File: src/rtl/core/ppf_pkg.sv
`default_nettype none

package ppf_pkg;

   // Port widths fixed by the stream format
   localparam int SYM_PORT_W  = 8;
   localparam int KIND_W      = 2;
   localparam int CSR_DATA_W  = 64;
   localparam int CSR_INDEX_W = 2;
   localparam int PLEN_W      = 4;
   localparam int PADN_W      = 6;

   // Output item tags
   typedef logic [KIND_W-1:0] kind_type;
   localparam kind_type KIND_DATA     = 2'd0;
   localparam kind_type KIND_PREAMBLE = 2'd1;
   localparam kind_type KIND_PADDING  = 2'd2;

   // Register map
   typedef logic [CSR_INDEX_W-1:0] csr_index_type;
   localparam csr_index_type CSR_PREAMBLE_SYMBOLS = 2'd0;
   localparam csr_index_type CSR_PREAMBLE_LENGTH  = 2'd1;
   localparam csr_index_type CSR_PADDING_LENGTH   = 2'd2;
   localparam csr_index_type CSR_END_ENABLE       = 2'd3;

endpackage

`default_nettype wire

File: src/rtl/core/preamble_padding_framer_top.sv
`default_nettype none

// Preamble/padding framer. Each accepted symbol produces one output per cycle
// while rsp_stall is low: when start_flag is set, preamble_length preamble
// symbols (clamped to 1..MAX_PREAMBLE; the first carries start_mark) precede
// it; when end_flag is set and end_enable is 1, padding_length (clamped to
// MAX_PADDING) zero symbols follow it, the last one carrying end_mark (the
// data symbol carries it when padding_length is zero). last_of_run marks the
// final output of each input symbol. The single output sequencer emits one
// item per cycle while rsp_stall is low; plain data symbols stream at one per
// cycle under the same condition. The next symbol is taken in the cycle the
// current one emits its last output, and an output register decouples the
// result side. Configuration is sampled live and must be written while idle.
module preamble_padding_framer_top #(
   parameter int SYMBOL_BITS  = 8,
   parameter int MAX_PREAMBLE = 8,
   parameter int MAX_PADDING  = 55
) (
   input  wire                                 clock,
   input  wire                                 reset,
   // configuration write port
   input  wire                                 csr_write_enable,
   input  wire  [ppf_pkg::CSR_INDEX_W-1:0]     csr_index,
   input  wire  [ppf_pkg::CSR_DATA_W-1:0]      csr_data,
   // input symbol channel
   input  wire                                 req_valid,
   output logic                                req_stall,
   input  wire  [ppf_pkg::SYM_PORT_W-1:0]      req_symbol_in,
   input  wire                                 req_start_flag,
   input  wire                                 req_end_flag,
   // result channel
   output logic                                rsp_valid,
   input  wire                                 rsp_stall,
   output logic [ppf_pkg::SYM_PORT_W-1:0]      rsp_symbol_out,
   output logic [ppf_pkg::KIND_W-1:0]          rsp_item_kind,
   output logic                                rsp_start_mark,
   output logic                                rsp_end_mark,
   output logic                                rsp_last_of_run
);

   localparam int CNT_MAX = (MAX_PREAMBLE > MAX_PADDING) ? MAX_PREAMBLE : MAX_PADDING;
   localparam int IDX_W   = (CNT_MAX < 2) ? 1 : $clog2(CNT_MAX + 1);

   // sequencer phase codes
   localparam logic [1:0] PH_PRE  = 2'd0;
   localparam logic [1:0] PH_DATA = 2'd1;
   localparam logic [1:0] PH_PAD  = 2'd2;

   // configuration registers
   logic [ppf_pkg::CSR_DATA_W-1:0] preamble_ff, preamble_in;
   logic [ppf_pkg::PLEN_W-1:0]     plen_ff, plen_in;
   logic [ppf_pkg::PADN_W-1:0]     padn_ff, padn_in;
   logic                           end_en_ff, end_en_in;

   // held input item and sequencer position
   logic                   item_valid_ff, item_valid_in;
   logic [SYMBOL_BITS-1:0] item_sym_ff, item_sym_in;
   logic                   item_start_ff, item_start_in;
   logic                   item_end_ff, item_end_in;
   logic [1:0]             phase_ff, phase_in;
   logic [IDX_W-1:0]       idx_ff, idx_in;

   // output register
   logic                           rsp_valid_ff, rsp_valid_in;
   logic [ppf_pkg::SYM_PORT_W-1:0] rsp_sym_ff, rsp_sym_in;
   ppf_pkg::kind_type              rsp_kind_ff, rsp_kind_in;
   logic                           rsp_smark_ff, rsp_smark_in;
   logic                           rsp_emark_ff, rsp_emark_in;
   logic                           rsp_last_ff, rsp_last_in;

   logic                           req_accept;
   logic                           load;
   logic                           done;
   logic [ppf_pkg::PLEN_W-1:0]     plen_eff;
   logic [ppf_pkg::PADN_W-1:0]     padn_eff;
   logic                           end_eff;
   logic [IDX_W-1:0]               idx_next;
   logic [ppf_pkg::CSR_DATA_W-1:0] pre_shift;
   logic [ppf_pkg::SYM_PORT_W-1:0] cur_sym;
   ppf_pkg::kind_type              cur_kind;
   logic                           cur_smark;
   logic                           cur_emark;
   logic                           cur_last;
   logic [1:0]                     adv_phase;
   logic [IDX_W-1:0]               adv_idx;

   // configuration writes
   always_comb begin
      preamble_in = preamble_ff;
      plen_in     = plen_ff;
      padn_in     = padn_ff;
      end_en_in   = end_en_ff;
      if (csr_write_enable) begin
         case (csr_index)
            ppf_pkg::CSR_PREAMBLE_SYMBOLS: preamble_in = csr_data;
            ppf_pkg::CSR_PREAMBLE_LENGTH:  plen_in     = csr_data[ppf_pkg::PLEN_W-1:0];
            ppf_pkg::CSR_PADDING_LENGTH:   padn_in     = csr_data[ppf_pkg::PADN_W-1:0];
            ppf_pkg::CSR_END_ENABLE:       end_en_in   = csr_data[0];
            default: ;
         endcase
      end
   end

   // effective lengths after clamping
   always_comb begin
      if (plen_ff == '0) begin
         plen_eff = ppf_pkg::PLEN_W'(1);
      end else if (plen_ff > ppf_pkg::PLEN_W'(MAX_PREAMBLE)) begin
         plen_eff = ppf_pkg::PLEN_W'(MAX_PREAMBLE);
      end else begin
         plen_eff = plen_ff;
      end
      if (padn_ff > ppf_pkg::PADN_W'(MAX_PADDING)) begin
         padn_eff = ppf_pkg::PADN_W'(MAX_PADDING);
      end else begin
         padn_eff = padn_ff;
      end
   end

   assign end_eff   = item_end_ff & end_en_ff;
   assign idx_next  = idx_ff + 1'b1;
   assign pre_shift = preamble_ff >> (idx_ff * SYMBOL_BITS);

   // current output item and next sequencer position
   always_comb begin
      cur_sym   = '0;
      cur_kind  = ppf_pkg::KIND_DATA;
      cur_smark = 1'b0;
      cur_emark = 1'b0;
      cur_last  = 1'b0;
      adv_phase = phase_ff;
      adv_idx   = idx_ff;
      case (phase_ff)
         PH_PRE: begin
            cur_sym[SYMBOL_BITS-1:0] = pre_shift[SYMBOL_BITS-1:0];
            cur_kind  = ppf_pkg::KIND_PREAMBLE;
            cur_smark = (idx_ff == '0);
            if (idx_next == plen_eff) begin
               adv_phase = PH_DATA;
               adv_idx   = '0;
            end else begin
               adv_idx = idx_next;
            end
         end
         PH_DATA: begin
            cur_sym[SYMBOL_BITS-1:0] = item_sym_ff;
            cur_kind  = ppf_pkg::KIND_DATA;
            cur_emark = end_eff && (padn_eff == '0);
            cur_last  = !(end_eff && (padn_eff != '0));
            adv_phase = PH_PAD;
            adv_idx   = '0;
         end
         PH_PAD: begin
            cur_kind  = ppf_pkg::KIND_PADDING;
            cur_emark = (idx_next == padn_eff);
            cur_last  = cur_emark;
            adv_idx   = idx_next;
         end
         default: begin
            cur_last = 1'b1;
         end
      endcase
   end

   // handshake
   assign load       = item_valid_ff && (!rsp_valid_ff || !rsp_stall);
   assign done       = load && cur_last;
   assign req_stall  = item_valid_ff && !done;
   assign req_accept = req_valid && !req_stall;

   // item slot and sequencer
   always_comb begin
      item_valid_in = item_valid_ff;
      item_sym_in   = item_sym_ff;
      item_start_in = item_start_ff;
      item_end_in   = item_end_ff;
      phase_in      = phase_ff;
      idx_in        = idx_ff;
      if (req_accept) begin
         item_valid_in = 1'b1;
         item_sym_in   = req_symbol_in[SYMBOL_BITS-1:0];
         item_start_in = req_start_flag;
         item_end_in   = req_end_flag;
         phase_in      = req_start_flag ? PH_PRE : PH_DATA;
         idx_in        = '0;
      end else if (done) begin
         item_valid_in = 1'b0;
      end else if (load) begin
         phase_in = adv_phase;
         idx_in   = adv_idx;
      end
   end

   // output register
   always_comb begin
      rsp_valid_in = rsp_valid_ff;
      rsp_sym_in   = rsp_sym_ff;
      rsp_kind_in  = rsp_kind_ff;
      rsp_smark_in = rsp_smark_ff;
      rsp_emark_in = rsp_emark_ff;
      rsp_last_in  = rsp_last_ff;
      if (load) begin
         rsp_valid_in = 1'b1;
         rsp_sym_in   = cur_sym;
         rsp_kind_in  = cur_kind;
         rsp_smark_in = cur_smark;
         rsp_emark_in = cur_emark;
         rsp_last_in  = cur_last;
      end else if (!rsp_stall) begin
         rsp_valid_in = 1'b0;
      end
   end

   always_ff @(posedge clock) begin
      if (reset) begin
         preamble_ff   <= ppf_pkg::CSR_DATA_W'(1);
         plen_ff       <= ppf_pkg::PLEN_W'(1);
         padn_ff       <= '0;
         end_en_ff     <= 1'b0;
         item_valid_ff <= 1'b0;
         phase_ff      <= PH_DATA;
         idx_ff        <= '0;
         rsp_valid_ff  <= 1'b0;
      end else begin
         preamble_ff   <= preamble_in;
         plen_ff       <= plen_in;
         padn_ff       <= padn_in;
         end_en_ff     <= end_en_in;
         item_valid_ff <= item_valid_in;
         phase_ff      <= phase_in;
         idx_ff        <= idx_in;
         rsp_valid_ff  <= rsp_valid_in;
      end
   end

   // payload registers, no reset
   always_ff @(posedge clock) begin
      item_sym_ff   <= item_sym_in;
      item_start_ff <= item_start_in;
      item_end_ff   <= item_end_in;
      rsp_sym_ff    <= rsp_sym_in;
      rsp_kind_ff   <= rsp_kind_in;
      rsp_smark_ff  <= rsp_smark_in;
      rsp_emark_ff  <= rsp_emark_in;
      rsp_last_ff   <= rsp_last_in;
   end

   assign rsp_valid       = rsp_valid_ff;
   assign rsp_symbol_out  = rsp_sym_ff;
   assign rsp_item_kind   = rsp_kind_ff;
   assign rsp_start_mark  = rsp_smark_ff;
   assign rsp_end_mark    = rsp_emark_ff;
   assign rsp_last_of_run = rsp_last_ff;

`ifndef SYNTHESIS
   // an item stays held until its last output is loaded
   a_item_held: assert property (@(posedge clock) disable iff (reset)
      (item_valid_ff && !done && !req_accept) |=> item_valid_ff)
      else $error("item slot dropped before its last output");

   // padding phase only reached for enabled frame ends with padding
   a_pad_phase: assert property (@(posedge clock) disable iff (reset)
      (item_valid_ff && phase_ff == PH_PAD) |-> (end_eff && padn_eff != '0))
      else $error("padding phase without an enabled frame end");

   // preamble index stays inside the configured length
   a_pre_idx: assert property (@(posedge clock) disable iff (reset)
      (item_valid_ff && phase_ff == PH_PRE) |-> (idx_ff < plen_eff))
      else $error("preamble index out of range");

   // start mark only on a preamble item, never with last_of_run
   a_smark_kind: assert property (@(posedge clock) disable iff (reset)
      (rsp_valid_ff && rsp_smark_ff) |->
         (rsp_kind_ff == ppf_pkg::KIND_PREAMBLE && !rsp_last_ff))
      else $error("start mark on a non-preamble output");
`endif

endmodule

`default_nettype wire
File: config.mk
export PLATFORM = sky130hd
export DESIGN_NAME = preamble_padding_framer_top
export DESIGN_NICKNAME = d
export VERILOG_FILES = /design/src/rtl/core/ppf_pkg.sv /design/src/rtl/core/preamble_padding_framer_top.sv
export SDC_FILE = /design/constraint.sdc
export NUM_CORES = 1
export LEC_CHECK = 0
export BUFFER_PORTS_ARGS = -buffer_cell sky130_fd_sc_hd__buf_2
export CORE_UTILIZATION = 50
export DETAILED_ROUTE_END_ITERATION = 12
export GPL_ROUTABILITY_DRIVEN = 0
export PLACE_DENSITY = 0.88
export SYNTH_ARGS = -nofsm -noshare
export SYNTH_HDL_FRONTEND = slang
export SYNTH_SLANG_ARGS = --single-unit
File: constraint.sdc
create_clock -name clock -period 2.7 [get_ports clock]
set_input_delay 0.54 -clock clock [delete_from_list [all_inputs] [get_ports clock]]
set_output_delay 0.54 -clock clock [all_outputs]
set_load 0.005 [all_outputs]
; ---- Word-level counts from Yosys, hierarchy flattened
; Index checks and enable logic that the tools add are counted.
[classes]
addsub = 1
magnitude_cmp = 2
eq_ne = 10
shifts = 1
mux = 19
n_bitwise = 2
n_reduce_logical = 29
[op_table]
columns = op, count
row1 = right shift 64 x 9 -> 8 bit, 1
row2 = one-hot mux 6 bit (3 select lines), 1
row3 = one-hot mux 8 bit (2 select lines), 1
row4 = logical NOT 6 bit, 2
row5 = 2-to-1 mux 6 bit, 2
row6 = 2-to-1 mux 2 bit, 4
row7 = 2-to-1 mux 4 bit, 2
row8 = one-hot mux 2 bit (2 select lines), 2
row9 = AND reduction 2 bit, 4
row10 = "adder 6 x 1 -> 6 bit, second input constant", 1
row11 = "equality test 2 bit, second input constant", 3
row12 = equality test 6 x 4 -> 1 bit, 1
row13 = equality test 6 bit, 1
row14 = "greater-than comparator 6 bit, second input constant", 1
row15 = logical AND 1 bit, 6
row16 = nonzero test 3 bit, 2
row17 = nonzero test 6 bit, 1
row18 = logical NOT 1 bit, 5
row19 = 2-to-1 mux 1 bit, 5
row20 = "equality test 2 x 1 -> 1 bit, second input constant", 2
row21 = "greater-than comparator 4 bit, second input constant", 1
row22 = logical NOT 2 bit, 2
row23 = logical NOT 4 bit, 1
row24 = AND reduction 4 bit, 1
row25 = other kinds (11), 12
[totals]
register_bits = 107
in_bits = 81

; ---- Depth between registers and ports, before layout
[logic_depth]
word_depth = 13
depth_mapped = 11

; ---- Least setup slack after synthesis
; OpenSTA, ideal clock, no wires.
[synth_path]
kind = reg-to-reg
start = register idx_ff[1]
end = register item_end_ff (enable)
setup_time_ps = 376
arrival_ps = 2187
required_time_ps = 2324
slack_ps = 138
stages_incl_launch_ff = 10
path_buffers = 2
cell_sequence = dfxtp_1 -> buf_6 -> buf_2 -> inv_1 -> ha_1 -> xor2_1 -> and2_1 -> nand4_1 -> o221a_2 -> nor2_1
[synth_between]
elab_chain_cells = 8
[synth_rtl]
columns = item, line_no
row1 = start: declaration, preamble_padding_framer_top.sv:61  ; logic [IDX_W-1:0] idx_ff, idx_in;
row2 = start signal: assignment, preamble_padding_framer_top.sv:231  ; idx_ff <= idx_in;
row3 = adder 6 x 1 -> 6 bit, preamble_padding_framer_top.sv:121  ; assign idx_next = idx_ff + 1'b1;
row4 = equality test 6 bit, preamble_padding_framer_top.sv:155  ; cur_emark = (idx_next == padn_eff);
row5 = one-hot mux 1 bit (3 select lines), preamble_padding_framer_top.sv:133  ; case (phase_ff)
row6 = logical AND 1 bit, preamble_padding_framer_top.sv:167  ; assign done = load && cur_last;
row7 = logical NOT 1 bit, preamble_padding_framer_top.sv:168  ; assign req_stall = item_valid_ff && !done;
row8 = logical AND 1 bit, preamble_padding_framer_top.sv:168
row9 = net req_stall, preamble_padding_framer_top.sv:27  ; output logic req_stall,
row10 = logical NOT 1 bit, preamble_padding_framer_top.sv:169  ; assign req_accept = req_valid && !req_stall;
row11 = logical AND 1 bit, preamble_padding_framer_top.sv:169
row12 = end signal: assignment, preamble_padding_framer_top.sv:240  ; item_end_ff <= item_end_in;
row13 = end: declaration, preamble_padding_framer_top.sv:59  ; logic item_end_ff, item_end_in;
; The timed path passes the listed nets, and every way through them passes these cells.
; A chain may end at the register's enable or synchronous reset.

; ---- Worst setup path after layout
[layout_path]
start = register idx_ff[1]
end = output req_stall
[layout_between]
elab_chain_cells = 6
[layout_rtl]
columns = item, line_no
row1 = adder 6 x 1 -> 6 bit, preamble_padding_framer_top.sv:121
row2 = equality test 6 bit, preamble_padding_framer_top.sv:155
row3 = one-hot mux 1 bit (3 select lines), preamble_padding_framer_top.sv:133
row4 = logical AND 1 bit, preamble_padding_framer_top.sv:167
row5 = logical NOT 1 bit, preamble_padding_framer_top.sv:168
row6 = logical AND 1 bit, preamble_padding_framer_top.sv:168
row7 = end: declaration, preamble_padding_framer_top.sv:27
; Every way passes these cells.

==> results by group <==
Run status
  – Status: complete, no violations

Routing
  – Wirelength per Cell: between 15 and 20 um
  – # DRC: 0
  – Routed Antenna Nets: 0
  – First drt pass iteration count: 7
  – Initial drt markers: approximately 340
  – DR vias/cell: roughly 5.5
  – Via count: approximately 4000
  – Wirelength, routed: 11500 um

Global routing
  – GR Overflow Total: 0
  – Initial antenna violation count: 0
  – Met1 usage: 29.1%
  – Met2 usage: between 30% and 40%
  – All-Layer GR Usage: 23.4%
  – Largest net degree at the start of global routing: 65
  – Via count of the first global-routing pass: just under 4000
  – Busiest grt layer: met2
  – First-pass GRT wire length: 18300 um
  – GR Util met3: 4.74%

Logic synthesis
  – Flops & latches, synth: 107
  – Yosys top cell area share: 35.3%
  – Synth Area in Adders: under 10%
  – Main combinational cell family by area after synthesis: simple AND/OR/NAND/NOR gates
  – Synthesized area per cell: approximately 9.5 um^2
  – Distinct cell type count after synthesis: between 50 and 60
  – Sequential-to-total area share from yosys stat: 49.1%
  – Synth top area cells: dfxtp_1 35%, edfxtp_1 14%, nand2_1 11%, a21oi_1 7.2%, mux4_2 7.0%
  – Async set-reset flop share out of synthesis: 0%
  – Syn Nets: ~590
  – Synth Area in Simple Gates: 19.3%
  – Yosys warns: 0
  – Post-synthesis instance total: about 510
  – Top_reg_cell synth: dfxtp_1
  – Synth Area in Compound Gates: 11.8%
  – Mux contribution to synthesized area: between 10 and 15%
  – Cell Area, Synth: 0.00482 mm^2
  – Synthesized-area fraction occupied by xor and xnor cells: between 3 and 4%
  – EDFF count, synth: 22
  – Cell taking the most area after synthesis: dfxtp_1

Pwr
  – Sequential cell fraction of total power: 57.6%
  – Lkg Pwr: 2.23 nW
  – PwrDens: 523 mW/mm^2
  – Switching part of the total power: roughly a quarter
  – P_int: roughly 2.2 mW
  – Sw power: 0.801 mW
  – Total Power Consumption: ~3.0 mW
  – Logic gate share of total power: 9.7%
  – Clock power share: 32.7%
  – Maximum vdd ir drop: roughly 0.0003 V

CTS
  – Clock H-tree levels: 3
  – CTS Sinks: approximately 110
  – Clk_lat worst skew: approximately 0.38 ns
  – TritonCTS clock tree: done
  – Max Root-Sink Buffers: 2
  – CTS Buf Count: 9
  – Clock slew at reported path FFs: roughly 0.11 ns
  – Root buffer cell: clkbuf_8

Critical path
  – Crit path kind: reg2out
  – R2r worst-path depth: 9
  – Top delay family on crit path: simple AND/OR/NAND/NOR gates
  – End of the worst register-to-register path: phase_ff[0]$_SDFFE_PP1P_
  – Worst-path cell chain: ha_4, nand3_1, xnor2_2, and3_4, nor2_1, o221a_2, buf_2
  – CP arrival: 2.11 ns
  – Crit start category: register
  – Worst path bufs/invs: 1
  – Critical Path End Type: output port
  – CP required: 2.16 ns
  – CP max FO: 5
  – Worst r2r src: idx_ff[0]$_SDFFE_PP0P_
  – Slowest-stage cell, CP: dfxtp_2
  – Worst reg-to-reg setup slack: 0.25 ns
  – Max stage delay on crit path: approximately 0.40 ns

Place
  – Detailed Place HPWL: 7920 um
  – Placed Cells: around 710
  – Port Buf Inserts: 95
  – Dpl ws: 0.180 ns

Final layout
  – Final instance count without filler cells: just over 700
  – Layout Area Growth over Synthesis: 18.9%
  – Antenna cells: 0
  – Share of layout cells above drive strength 1: 29.0%
  – Final net count: between 600 and 700
  – Fillers: between 700 and 800

Timing
  – RSZ-0062 raised after global routing: yes
  – Final setup vio count: 0
  – Max Freq: 0.378 GHz
  – PnR worst setup slack: 0.0541 ns
  – Fin crit share: a little over nine tenths
  – Final Hold Slack: about 0.34 ns
  – Final min period: 2.65 ns
  – Slew Viols, Final: 0
  – Skew final: 0.0108 ns
  – Final Hold Fails: 0
  – TNS Setup: 0 ns
  – Slew HR: roughly three fifths
  – Worst slew pin tran: around 0.63 ns

Hold path
  – Hold Path Origin: req_symbol_in[2]
  – WHS Path Cells: 1
  – Sink of the worst hold path: item_sym_ff[2]$_DFFE_PP_
  – HP Class: in2reg

Die
  – IO Pins: between 90 and 100
  – Die H: between 100 and 150 um
  – Die area: approximately 0.01 mm^2
  – Die width: between 100 and 150 um
  – Core region area: just over 0.009 mm^2
  – Starting density of the core: between 50 and 60%
  – Site Rows: 35

Flow run
  – Max_cap viols: 0
==> layer usage <==
layer | wire, um | up-vias
li1 | - | 1922
met1 | 4730 | 1875
met2 | 5860 | 146
met3 | 588 | 24
met4 | 270 | 0
met5 | 0 | -
==> power groups by stage <==
stage          sequential [mW]  combinational [mW]  clock, mW
2_1_floorplan             1.75               0.160          0
3_3_place_gp              1.76               0.268          0
3_5_place_dp              1.76               0.278          0
4_1_cts                   1.72               0.285      0.998
5_1_grt                   1.73               0.323       1.06
6_report                  1.73               0.291      0.980
==> worst register-to-register path: stages (launching register included) <==
cell	delay (ns)
dfxtp_4	0.38
inv_1	0.16
ha_2	0.35
xor2_1	0.15
nor3_1	0.21
mux2i_1	0.15
nor4_2	0.39
nor2_1	0.07
a221o_1	0.35
a2bb2oi_1	0.13
==> worst max path at each step <==
stage | start | end | slack [ns] | depth (start not counted)
3_5_place_dp | idx_ff[1]$_SDFFE_PP0P_ | req_stall | 0.18 | 7
2_1_floorplan | idx_ff[1]$_SDFFE_PP0P_ | item_end_ff$_DFFE_PP_ | 0.14 | 9
3_3_place_gp | idx_ff[1]$_SDFFE_PP0P_ | req_stall | 0.27 | 7
6_report | idx_ff[1]$_SDFFE_PP0P_ | req_stall | 0.05 | 7
5_1_grt | idx_ff[0]$_SDFFE_PP0P_ | phase_ff[0]$_SDFFE_PP1P_ | -0.07 | 9
4_1_cts | phase_ff[1]$_SDFFE_PP0P_ | req_stall | 0.002 | 6
==> sequential cells by signal, indices dropped and copies added, names as in the netlist, 2 cells and up <==
signal,flops
preamble_ff,64
item_sym_ff,8
rsp_symbol_out,8
idx_ff,6
padn_ff,6
plen_ff,4
phase_ff,2
rsp_item_kind,2
==> cells in the final DEF (no fill, tap or decap), types with 2 or more instances in the layout <==
cell type  count
nor3_1         3
dfxtp_2        6
clkinv_8       2
xnor2_1        2
mux4_2        15
nand4_1        2
mux2i_1       19
edfxtp_1      22
buf_2         95
ha_1           4
xor2_1         3
a21oi_1       69
nand4b_1       2
nor2b_1        4
buf_4         13
and2_1         5
inv_1          6
nor3b_2        2
nor2_1        22
xor2_2         2
nor3b_1        3
o21ai_0       11
nand2_1      142
and3_4         2
clkbuf_8       9
clkinv_4       2
xnor3_1        3
a31oi_1        2
nand3b_1       3
dfxtp_1       78
nand3_1        6
==> synthesized netlist by cell type (all sizes together) (7+ instances only) <==
cell and number:
o21ai 11, nor2 22, mux4 16, and2 7, edfxtp 22, nand2 143
a21oi 70, mux2i 19, buf 12, clkbuf 21, dfxtp 85
==> cells by family (layout without fill, tap and decap cells) <==
kind of cell             Yosys count  in the layout
multiplexers                      35             35
flip-flops                       107            107
adder cells (fa/ha/maj)            6              6
XOR/XNOR                          12             12
AO/OA/AOI/OAI                     97             97
AND/OR/NAND/NOR                  209            209
buffers and inverters             39            131
==> area by class of cell <==
| type | instances | area (um^2) | area share (%) |
|---|---|---|---|
| Sequential cell | 107 | 2370 | 41.4 |
| Multi-Input combinational cell | 359 | 2370 | 41.4 |
| Timing Repair Buffer | 109 | 593 | 10.4 |
| Tap cell | 129 | 161 | 2.82 |
| Clock buffer | 9 | 124 | 2.16 |
| Clock inverter | 7 | 82.6 | 1.44 |
| Inverter | 6 | 22.5 | 0.393 |
==> what timing repair did <==
item	in CTS	in global routing
setup buffers	3	1
hold buffers	0	0
pin swaps	2	3
gates cloned	0	0
gates resized for setup	14	11
setup endpoints to repair	1	3
==> per-stage QoR <==
step	area, um^2	util (%)
after floorplan	4820	-
after global placement	5400	58.2
after detailed placement	5400	58.2
after CTS	5690	61.3
after global routing	5730	61.7
final	5730	61.7
(Power assumes the default switching activity.)
